--- config.mk ---
export PLATFORM = sky130hd
export DESIGN_NAME = compass_heading_deadband_core_flat
export DESIGN_NICKNAME = d
export VERILOG_FILES = /design/src/rtl/chd_pkg.sv /design/src/rtl/chd_in_if.sv /design/src/rtl/chd_out_if.sv /design/src/rtl/chd_cordic.sv /design/src/rtl/compass_heading_deadband_core.sv /design/src/flat_wrapper.sv
export SDC_FILE = /design/constraint.sdc
export NUM_CORES = 1
export LEC_CHECK = 0
export ABC_AREA = 1
export BUFFER_PORTS_ARGS = -buffer_cell sky130_fd_sc_hd__buf_2
export CORE_MARGIN = 2
export CORE_UTILIZATION = 65
export CTS_BUF_LIST = sky130_fd_sc_hd__clkbuf_8
export CTS_CLUSTER_DIAMETER = 60
export DETAILED_ROUTE_END_ITERATION = 10
export PLACE_DENSITY = 0.84
export SLEW_MARGIN = 0
export SYNTH_ARGS = -nofsm -noshare
export SYNTH_HDL_FRONTEND = slang
export SYNTH_SLANG_ARGS = --single-unit
--- constraint.sdc ---
create_clock -name clk -period 11.9 [get_ports clk]
set_clock_uncertainty 0.15 [all_clocks]
set_input_delay 0 -clock clk [delete_from_list [all_inputs] [get_ports clk]]
set_output_delay 0 -clock clk [all_outputs]
set_load 0.01 [all_outputs]
--- src/rtl/chd_pkg.sv ---
// ----------------------------------------------------------------------------
// chd_pkg
// Shared types, constants and the arctangent table for the compass heading core.
// ----------------------------------------------------------------------------
package chd_pkg;

  localparam int MAG_W  = 16;
  localparam int ANG_W  = 16;
  localparam int XY_W   = 20;
  localparam int DEG_W  = 9;
  localparam int DECL_W = 16;
  localparam int BAND_W = 4;
  localparam int ATAN_IDX_W = 5;

  localparam logic [ANG_W-1:0]  HALF_TURN    = 16'h8000;
  localparam logic [DEG_W-1:0]  DEG_PER_TURN = 9'd360;
  localparam logic [DEG_W-1:0]  SEG_SPLIT    = 9'd240;
  localparam logic [7:0]        SEG1_NUM     = 8'd179;
  localparam logic [1:0]        SEG2_MUL     = 2'd3;
  localparam logic [DEG_W-1:0]  SEG2_BASE    = 9'd180;
  localparam logic [16:0]       RECIP_239    = 17'd70198;
  localparam int                RECIP_SHIFT  = 24;
  localparam logic [BAND_W-1:0] BAND_RST     = 4'd3;

  localparam logic REG_DECL = 1'b0;
  localparam logic REG_BAND = 1'b1;

  typedef struct packed {
    logic busy;
    logic done;
  } cordic_sts_t;

  function automatic logic [ANG_W-1:0] atan_bau(input logic [ATAN_IDX_W-1:0] idx);
    logic [ANG_W-1:0] v;
    unique case (idx)
      5'd0:    v = 16'd8192;
      5'd1:    v = 16'd4836;
      5'd2:    v = 16'd2555;
      5'd3:    v = 16'd1297;
      5'd4:    v = 16'd651;
      5'd5:    v = 16'd326;
      5'd6:    v = 16'd163;
      5'd7:    v = 16'd81;
      5'd8:    v = 16'd41;
      5'd9:    v = 16'd20;
      5'd10:   v = 16'd10;
      5'd11:   v = 16'd5;
      5'd12:   v = 16'd3;
      5'd13:   v = 16'd1;
      5'd14:   v = 16'd1;
      default: v = 16'd0;
    endcase
    return v;
  endfunction

endpackage

--- src/rtl/chd_in_if.sv ---
// ----------------------------------------------------------------------------
// chd_in_if
// Input channel: one magnetometer X/Y pair per item.
// ----------------------------------------------------------------------------
interface chd_in_if;
  logic                                valid;
  logic                                ready;
  logic signed [chd_pkg::MAG_W-1:0]    mag_x;
  logic signed [chd_pkg::MAG_W-1:0]    mag_y;

  modport source (output valid, output mag_x, output mag_y, input ready);
  modport sink   (input valid, input mag_x, input mag_y, output ready);
endinterface

--- src/rtl/chd_out_if.sv ---
// ----------------------------------------------------------------------------
// chd_out_if
// Result channel: one heading in whole degrees per item.
// ----------------------------------------------------------------------------
interface chd_out_if;
  logic                        valid;
  logic                        ready;
  logic [chd_pkg::DEG_W-1:0]   heading_degrees;

  modport source (output valid, output heading_degrees, input ready);
  modport sink   (input valid, input heading_degrees, output ready);
endinterface

--- src/rtl/chd_cordic.sv ---
// ----------------------------------------------------------------------------
// chd_cordic
// Vectoring CORDIC, one micro-rotation per cycle on a shared shift/add unit.
// ----------------------------------------------------------------------------
module chd_cordic #(
  parameter int STEPS = 16
) (
  input  logic                             clk,
  input  logic                             rst_n,
  input  logic                             start,
  input  logic signed [chd_pkg::MAG_W-1:0] x_in,
  input  logic signed [chd_pkg::MAG_W-1:0] y_in,
  output logic [chd_pkg::ANG_W-1:0]        z_out,
  output chd_pkg::cordic_sts_t             sts
);

  localparam int IW = (STEPS > 1) ? $clog2(STEPS) : 1;
  localparam int XW = chd_pkg::XY_W;

  logic signed [XW-1:0]          x_r, x_nxt;
  logic signed [XW-1:0]          y_r, y_nxt;
  logic [chd_pkg::ANG_W-1:0]     z_r, z_nxt;
  logic [IW-1:0]                 cnt_r, cnt_nxt;
  logic                          busy_r, busy_nxt;
  logic                          done_r, done_nxt;
  logic                          zero_r, zero_nxt;
  logic signed [XW-1:0]          x_ext, y_ext, xs, ys;
  logic [chd_pkg::ANG_W-1:0]     step_ang;
  logic                          y_pos;

  always_comb begin
    x_ext    = {{(XW-chd_pkg::MAG_W){x_in[chd_pkg::MAG_W-1]}}, x_in};
    y_ext    = {{(XW-chd_pkg::MAG_W){y_in[chd_pkg::MAG_W-1]}}, y_in};
    xs       = x_r >>> cnt_r;
    ys       = y_r >>> cnt_r;
    step_ang = chd_pkg::atan_bau(chd_pkg::ATAN_IDX_W'(cnt_r));
    y_pos    = !y_r[XW-1] && (y_r != '0);

    x_nxt    = x_r;
    y_nxt    = y_r;
    z_nxt    = z_r;
    cnt_nxt  = cnt_r;
    busy_nxt = busy_r;
    done_nxt = 1'b0;
    zero_nxt = zero_r;

    if (start) begin
      zero_nxt = (x_in == '0) && (y_in == '0);
      busy_nxt = 1'b1;
      cnt_nxt  = '0;
      if (x_in[chd_pkg::MAG_W-1]) begin
        x_nxt = -x_ext;
        y_nxt = -y_ext;
        z_nxt = chd_pkg::HALF_TURN;
      end else begin
        x_nxt = x_ext;
        y_nxt = y_ext;
        z_nxt = '0;
      end
    end else if (busy_r) begin
      if (y_pos) begin
        x_nxt = x_r + ys;
        y_nxt = y_r - xs;
        z_nxt = z_r + step_ang;
      end else begin
        x_nxt = x_r - ys;
        y_nxt = y_r + xs;
        z_nxt = z_r - step_ang;
      end
      if (cnt_r == IW'(STEPS - 1)) begin
        busy_nxt = 1'b0;
        done_nxt = 1'b1;
      end else begin
        cnt_nxt = cnt_r + 1'b1;
      end
    end
  end

  always_ff @(posedge clk) begin
    if (!rst_n) begin
      busy_r <= 1'b0;
      done_r <= 1'b0;
    end else begin
      busy_r <= busy_nxt;
      done_r <= done_nxt;
    end
    x_r    <= x_nxt;
    y_r    <= y_nxt;
    z_r    <= z_nxt;
    cnt_r  <= cnt_nxt;
    zero_r <= zero_nxt;
  end

  assign z_out    = zero_r ? '0 : z_r;
  assign sts.busy = busy_r;
  assign sts.done = done_r;

endmodule

--- src/rtl/compass_heading_deadband_core.sv ---
// path: cordic, then S_DEG, S_MUL, S_DIV and S_BAND; S_BAND waits on the output
// one item at a time: a new one is taken only in S_IDLE, and each runs on the single
//   shared cordic shift/add unit, one micro-rotation a cycle
// a finished result may wait on the output while the next item is taken
// reset (synchronous, rst_n low): idle, declination 0, deadband 3, last heading 0
// ----------------------------------------------------------------------------
// compass_heading_deadband_core
// Magnetometer atan2 heading with declination, degree remap and deadband hold.
// ----------------------------------------------------------------------------
module compass_heading_deadband_core #(
  parameter int CORDIC_STEPS = 16
) (
  input  logic               clk,
  input  logic               rst_n,
  chd_in_if.sink             in_ch,
  chd_out_if.source          out_ch,
  input  logic               psel,
  input  logic               penable,
  input  logic               pwrite,
  input  logic [2:0]         paddr,
  input  logic [31:0]        pwdata,
  output logic [31:0]        prdata,
  output logic               pready
);

  typedef enum logic [5:0] {
    S_IDLE   = 6'b000001,
    S_CORDIC = 6'b000010,
    S_DEG    = 6'b000100,
    S_MUL    = 6'b001000,
    S_DIV    = 6'b010000,
    S_BAND   = 6'b100000
  } state_t;

  localparam int DW = chd_pkg::DEG_W;

  state_t                          state_r, state_nxt;
  logic [chd_pkg::DECL_W-1:0]      decl_r;
  logic [chd_pkg::BAND_W-1:0]      band_r;
  logic [DW-1:0]                   last_r, last_nxt;
  logic                            out_valid_r, out_valid_nxt;
  logic [chd_pkg::ANG_W-1:0]       bau_r, bau_nxt;
  logic [DW-1:0]                   deg_r, deg_nxt;
  logic [15:0]                     num_r, num_nxt;
  logic                            seg1_r, seg1_nxt;
  logic [DW-1:0]                   fixed_r, fixed_nxt;

  logic                            in_acc;
  logic                            cfg_wr;
  logic [chd_pkg::ANG_W-1:0]       cordic_z;
  chd_pkg::cordic_sts_t            cordic_sts;
  logic [24:0]                     deg_prod;
  logic [32:0]                     div_prod;
  logic signed [DW+1:0]            band_diff, band_s;
  logic                            hold;

  chd_cordic #(
    .STEPS (CORDIC_STEPS)
  ) u_cordic (
    .clk   (clk),
    .rst_n (rst_n),
    .start (in_acc),
    .x_in  (in_ch.mag_x),
    .y_in  (in_ch.mag_y),
    .z_out (cordic_z),
    .sts   (cordic_sts)
  );

  assign in_ch.ready            = (state_r == S_IDLE);
  assign in_acc                 = in_ch.valid && in_ch.ready;
  assign out_ch.valid           = out_valid_r;
  assign out_ch.heading_degrees = last_r;

  // config port
  assign pready = 1'b1;
  assign cfg_wr = psel && penable && pwrite && pready;
  always_comb begin
    unique case (paddr[2])
      chd_pkg::REG_DECL: prdata = {{(32-chd_pkg::DECL_W){decl_r[chd_pkg::DECL_W-1]}}, decl_r};
      chd_pkg::REG_BAND: prdata = {{(32-chd_pkg::BAND_W){1'b0}}, band_r};
      default:           prdata = '0;
    endcase
  end

  always_comb begin
    deg_prod  = 25'(bau_r) * 25'(chd_pkg::DEG_PER_TURN);
    div_prod  = 33'(num_r) * 33'(chd_pkg::RECIP_239);
    band_diff = $signed({2'b00, fixed_r}) - $signed({2'b00, last_r});
    band_s    = $signed({{(DW+2-chd_pkg::BAND_W){1'b0}}, band_r});
    hold      = (band_diff < band_s) && (band_diff > -band_s);

    state_nxt     = state_r;
    last_nxt      = last_r;
    out_valid_nxt = out_valid_r && !out_ch.ready;
    bau_nxt       = bau_r;
    deg_nxt       = deg_r;
    num_nxt       = num_r;
    seg1_nxt      = seg1_r;
    fixed_nxt     = fixed_r;

    unique case (state_r)
      S_IDLE: begin
        if (in_acc) state_nxt = S_CORDIC;
      end
      S_CORDIC: begin
        if (cordic_sts.done) begin
          bau_nxt   = cordic_z + decl_r;
          state_nxt = S_DEG;
        end
      end
      S_DEG: begin
        deg_nxt   = deg_prod[24:16];
        state_nxt = S_MUL;
      end
      S_MUL: begin
        seg1_nxt = (deg_r < chd_pkg::SEG_SPLIT);
        if (deg_r < chd_pkg::SEG_SPLIT) begin
          num_nxt = 16'(deg_r) * 16'(chd_pkg::SEG1_NUM);
        end else begin
          num_nxt = 16'(deg_r - chd_pkg::SEG_SPLIT) * 16'(chd_pkg::SEG2_MUL);
        end
        state_nxt = S_DIV;
      end
      S_DIV: begin
        if (seg1_r) begin
          fixed_nxt = div_prod[chd_pkg::RECIP_SHIFT +: DW];
        end else begin
          fixed_nxt = DW'(num_r >> 1) + chd_pkg::SEG2_BASE;
        end
        state_nxt = S_BAND;
      end
      S_BAND: begin
        if (!out_valid_r || out_ch.ready) begin
          last_nxt      = hold ? last_r : fixed_r;
          out_valid_nxt = 1'b1;
          state_nxt     = S_IDLE;
        end
      end
      default: state_nxt = S_IDLE;
    endcase
  end

  always_ff @(posedge clk) begin
    if (!rst_n) begin
      state_r     <= S_IDLE;
      decl_r      <= '0;
      band_r      <= chd_pkg::BAND_RST;
      last_r      <= '0;
      out_valid_r <= 1'b0;
    end else begin
      state_r     <= state_nxt;
      last_r      <= last_nxt;
      out_valid_r <= out_valid_nxt;
      if (cfg_wr && (paddr[2] == chd_pkg::REG_DECL)) decl_r <= pwdata[chd_pkg::DECL_W-1:0];
      if (cfg_wr && (paddr[2] == chd_pkg::REG_BAND)) band_r <= pwdata[chd_pkg::BAND_W-1:0];
    end
    bau_r   <= bau_nxt;
    deg_r   <= deg_nxt;
    num_r   <= num_nxt;
    seg1_r  <= seg1_nxt;
    fixed_r <= fixed_nxt;
  end

`ifndef ASSERT_OFF
  a_accept_starts: assert property (@(posedge clk) disable iff (!rst_n)
    in_acc |=> (state_r == S_CORDIC) && cordic_sts.busy)
    else $error("accepted item did not start the cordic");

  a_busy_in_cordic: assert property (@(posedge clk) disable iff (!rst_n)
    cordic_sts.busy |-> (state_r == S_CORDIC))
    else $error("cordic busy outside its state");

  a_done_after_busy: assert property (@(posedge clk) disable iff (!rst_n)
    cordic_sts.done |-> $past(cordic_sts.busy))
    else $error("cordic done without a run");

  a_heading_range: assert property (@(posedge clk) disable iff (!rst_n)
    last_r <= 9'd358)
    else $error("heading out of range");

  a_band_issues: assert property (@(posedge clk) disable iff (!rst_n)
    (state_r == S_BAND) && (!out_valid_r || out_ch.ready) |=> out_valid_r && (state_r == S_IDLE))
    else $error("result not issued");
`endif

endmodule
--- src/flat_wrapper.sv ---
// flat-port wrapper written by rule: the top's interface ports become plain ports
module compass_heading_deadband_core_flat 
#(
  parameter int CORDIC_STEPS = 16
)
  (clk, rst_n, psel, penable, pwrite, paddr, pwdata, prdata, pready, in_ch_valid, in_ch_mag_x, in_ch_mag_y, in_ch_ready, out_ch_valid, out_ch_heading_degrees, out_ch_ready);
  chd_in_if in_ch_i ();
  chd_out_if out_ch_i ();
  input  logic clk;
  input  logic rst_n;
  input  logic psel;
  input  logic penable;
  input  logic pwrite;
  input  logic [2:0] paddr;
  input  logic [31:0] pwdata;
  output logic [31:0] prdata;
  output logic pready;
  input wire logic [$bits(in_ch_i.valid)-1:0] in_ch_valid;
  input wire logic [$bits(in_ch_i.mag_x)-1:0] in_ch_mag_x;
  input wire logic [$bits(in_ch_i.mag_y)-1:0] in_ch_mag_y;
  output wire logic [$bits(in_ch_i.ready)-1:0] in_ch_ready;
  output wire logic [$bits(out_ch_i.valid)-1:0] out_ch_valid;
  output wire logic [$bits(out_ch_i.heading_degrees)-1:0] out_ch_heading_degrees;
  input wire logic [$bits(out_ch_i.ready)-1:0] out_ch_ready;
  assign in_ch_i.valid = in_ch_valid;
  assign in_ch_i.mag_x = in_ch_mag_x;
  assign in_ch_i.mag_y = in_ch_mag_y;
  assign in_ch_ready = in_ch_i.ready;
  assign out_ch_valid = out_ch_i.valid;
  assign out_ch_heading_degrees = out_ch_i.heading_degrees;
  assign out_ch_i.ready = out_ch_ready;
  compass_heading_deadband_core #(.CORDIC_STEPS(CORDIC_STEPS)) u_core (.clk(clk), .rst_n(rst_n), .in_ch(in_ch_i), .out_ch(out_ch_i), .psel(psel), .penable(penable), .pwrite(pwrite), .paddr(paddr), .pwdata(pwdata), .prdata(prdata), .pready(pready));
endmodule
==> results.tsv <==
metric	value	unit
CP required	12.03	ns
clk_lat worst skew	0.53	ns
Max H-tree Level	4	
largest net degree at the start of global routing	57	
setup ws final	6.30	ns
I/O pins	118	
Layout area overhead	8.86	%
crit path DAT	5.73	ns
CTS sink count	164	
port bufs	98	
Worst-Margin Slew	1.15	ns
routed vias/inst	5.75	
Final period util	47.1	%
fin crit period	5.60	ns
root buf cell	clkbuf_8	
critical path fanouts, max	47	
top cells by count, synth	nand2_1 (539), inv_1 (510), ha_1 (336), nand3_1 (220), a21oi_1 (212)	
CTS tree	done	
WL/cell	15.7	um
fin cells	3547	
cell row count	67	
Tot Pwr	0.00639	W
leading area contributor after synthesis	ha_1	
EDFF count, synth	108	
first-pass GRT wire length	93700	um
Vias	20400	
Slowest Stage Delay on Critical Path	0.56	ns
clk buf depth	2	
antenna violations before repair	0	
pwr/cell area	269	mW/mm^2
unrepaired setup endpoints after global routing	false	
GPL Wtd Cong	0.917	
DIE AREA	0.0351	sq mm
Synth Flop Type	edfxtp_1	
Detailed Route WL	55800	um
met3 GRT Util	4.02	%
Remaining Overflow, GRT	0	
max cap viols	0	
f_max	179	MHz
most used cell along the critical path	nand2_1	
Seq/Total Area, Yosys	20.0	%
post-layout util	71.4	%
yosys warns	0	
Detailed Route Iter0 Violations	1390	
status	finished clean	
DR pass1 iterations	6	
Sum Neg Setup Slack	0	ns
HP Class	in -> reg	
Crit Path Class	reg -> reg	
grt met2 use	58.5	%
Vert. Die Dim	187	um
most frequent cell after synthesis	nand2_1	
CTS Buf Count	17	
synth top area cells	ha_1 (19%), edfxtp_1 (15%), nand2_1 (9.3%)	
Unique masters post-synth	69	
Top Usage Layer GRT	met2	
antenna cells	0	
CORE AREA	0.0333	sq mm
syn nets	3461	
Final #Nets	3595	
synthesis-stage register bit count	164	
clk slew on worst S/H paths	0.11	ns
Post-DP HPWL	42900	um
DP Worst Slack	6.56	ns
Fin. Hold Viols	0	
ANT nets after route	0	
max_slew headroom	22.8	%
filler cell count in the final layout	2673	
All-Layer GR Usage	32.4	%
area of the mapped netlist	0.0218	sq mm
fraction of layout cells with a size suffix above 1	7.26	%
Slew Limit Fails	0	
post-route DRC violation count	0	
synthesized instance count	2952	
final setup vio count	0	
Post-Syn Area per Cell	7.39	sq um
total leakage power	12.2	nW
slowest cell on the critical path	dlygate4sd3_1	
Initial Util	65.6	%
Die Span X	187	um
vias in the first global route	20500	
met1 Track Usage GR	37.9	%
Worst Setup End Kind	flop	
# placed instances	3428	
top cell type's share of synthesized area	19.3	%
asr flop ratio synth	0	%
Startpoint Class	flop	
Worst VDD drop	0.000304	V
per-stage QoR:
stage	cell area, sq um	hold slack, ns
finish	23800	0.107
global placement	22500	0.0893
floorplan	21800	-0.102
CTS	23800	0.0268
detailed placement	22500	0.100
global route	23800	0.117
kinds of logic after synthesis:
family          after synthesis  synth area share, %
compound gates              520                 13.3
xor+xnor                    107                 4.29
fa+ha+maj                   435                 28.3
buf+inv                     596                 11.0
flops                       164                 20.0
mux                           1               0.0459
other cells                   1               0.0172
simple gates               1128                 23.0
sequential cells by signal, indices dropped and copies added (netlist names), 4 cells and up:
register                       count
u_core.band_r                      4
u_core.u_cordic.x_r               20
u_core.u_cordic.z_r               16
u_core.state_r                     6
u_core.u_cordic.cnt_r              4
u_core.fixed_r                     9
u_core.num_r                      16
u_core.u_cordic.step_ang          14
u_core.bau_r                      16
u_core.out_ch.heading_degrees      9
u_core.deg_r                       9
u_core.u_cordic.y_r               20
u_core.decl_r                     16
per-layer routing:
| layer | wire, um | vias up |
|---|---|---|
| li1 | - | 10000 |
| met1 | 22400 | 9470 |
| met2 | 27900 | 725 |
| met3 | 2980 | 178 |
| met4 | 2460 | 0 |
| met5 | 0 | - |
final cells by class:
class | count | area, sq um | share of cell area (%)
Timing Repair Buffer | 197 | 1450 | 6.11
Tap cell | 448 | 561 | 2.36
Clock buffer | 17 | 234 | 0.985
Clock inverter | 15 | 136 | 0.574
Inverter | 514 | 1930 | 8.13
Multi-Input combinational cell | 2192 | 15100 | 63.5
Sequential cell | 164 | 4370 | 18.4
path summary, 6_finish.rpt:
| check | from | to | slack (ns) | depth (start not counted) |
|---|---|---|---|---|
| worst min register to register | u_core.decl_r[7] | u_core.decl_r[7] | 0.35 | 2 |
| worst max-delay path | u_core.u_cordic.cnt_r[0] | u_core.u_cordic.x_r[13] | 6.30 | 26 |
| worst min-delay path | in_ch_mag_x[15] | u_core.u_cordic.x_r[10] | 0.11 | 4 |
| worst max register to register | u_core.u_cordic.cnt_r[0] | u_core.u_cordic.x_r[13] | 6.30 | 26 |
worst max-delay path, delay by kind of cell, from the launching register on:
kind | cells | cell delay (ns)
buf+inv | 5 | 1.46
simple gates | 11 | 1.41
compound gates | 7 | 1.30
fa+ha+maj | 2 | 0.51
flops | 1 | 0.33
xor+xnor | 1 | 0.17
report_power, final:
part           leakage [nW]  internal (W)  total [W]  switching (W)
Clock                 0.194      0.000153   0.000415       0.000262
Sequential             1.48      0.000923    0.00109       0.000166
Combinational          10.5       0.00179    0.00488        0.00309
layout by cell type (no fill, tap or decap), drive strengths merged, types with 10 or more instances in the layout:
master       instances
a21oi              213
dfxtp               56
nor2               210
nand3              235
or2                 13
nor3                45
o21bai              10
xor2                70
o31ai               10
inv                523
xnor2               37
o211ai              10
edfxtp             108
o21ai              201
ha                 336
buf                110
clkbuf              17
nand2              563
nor4                17
dlygate4sd3         87
a31oi               17
a21o                11
fa                  99
nand4               30
what timing repair did:
action / 4_1_cts / 5_1_grt
resized for setup: 0 / 0
endpoints found under the hold margin: 74 / 0
endpoints found under the setup margin: 0 / 0
hold buffers: 87 / 0
setup buffers: 0 / 0
(Power assumes the default switching activity.)
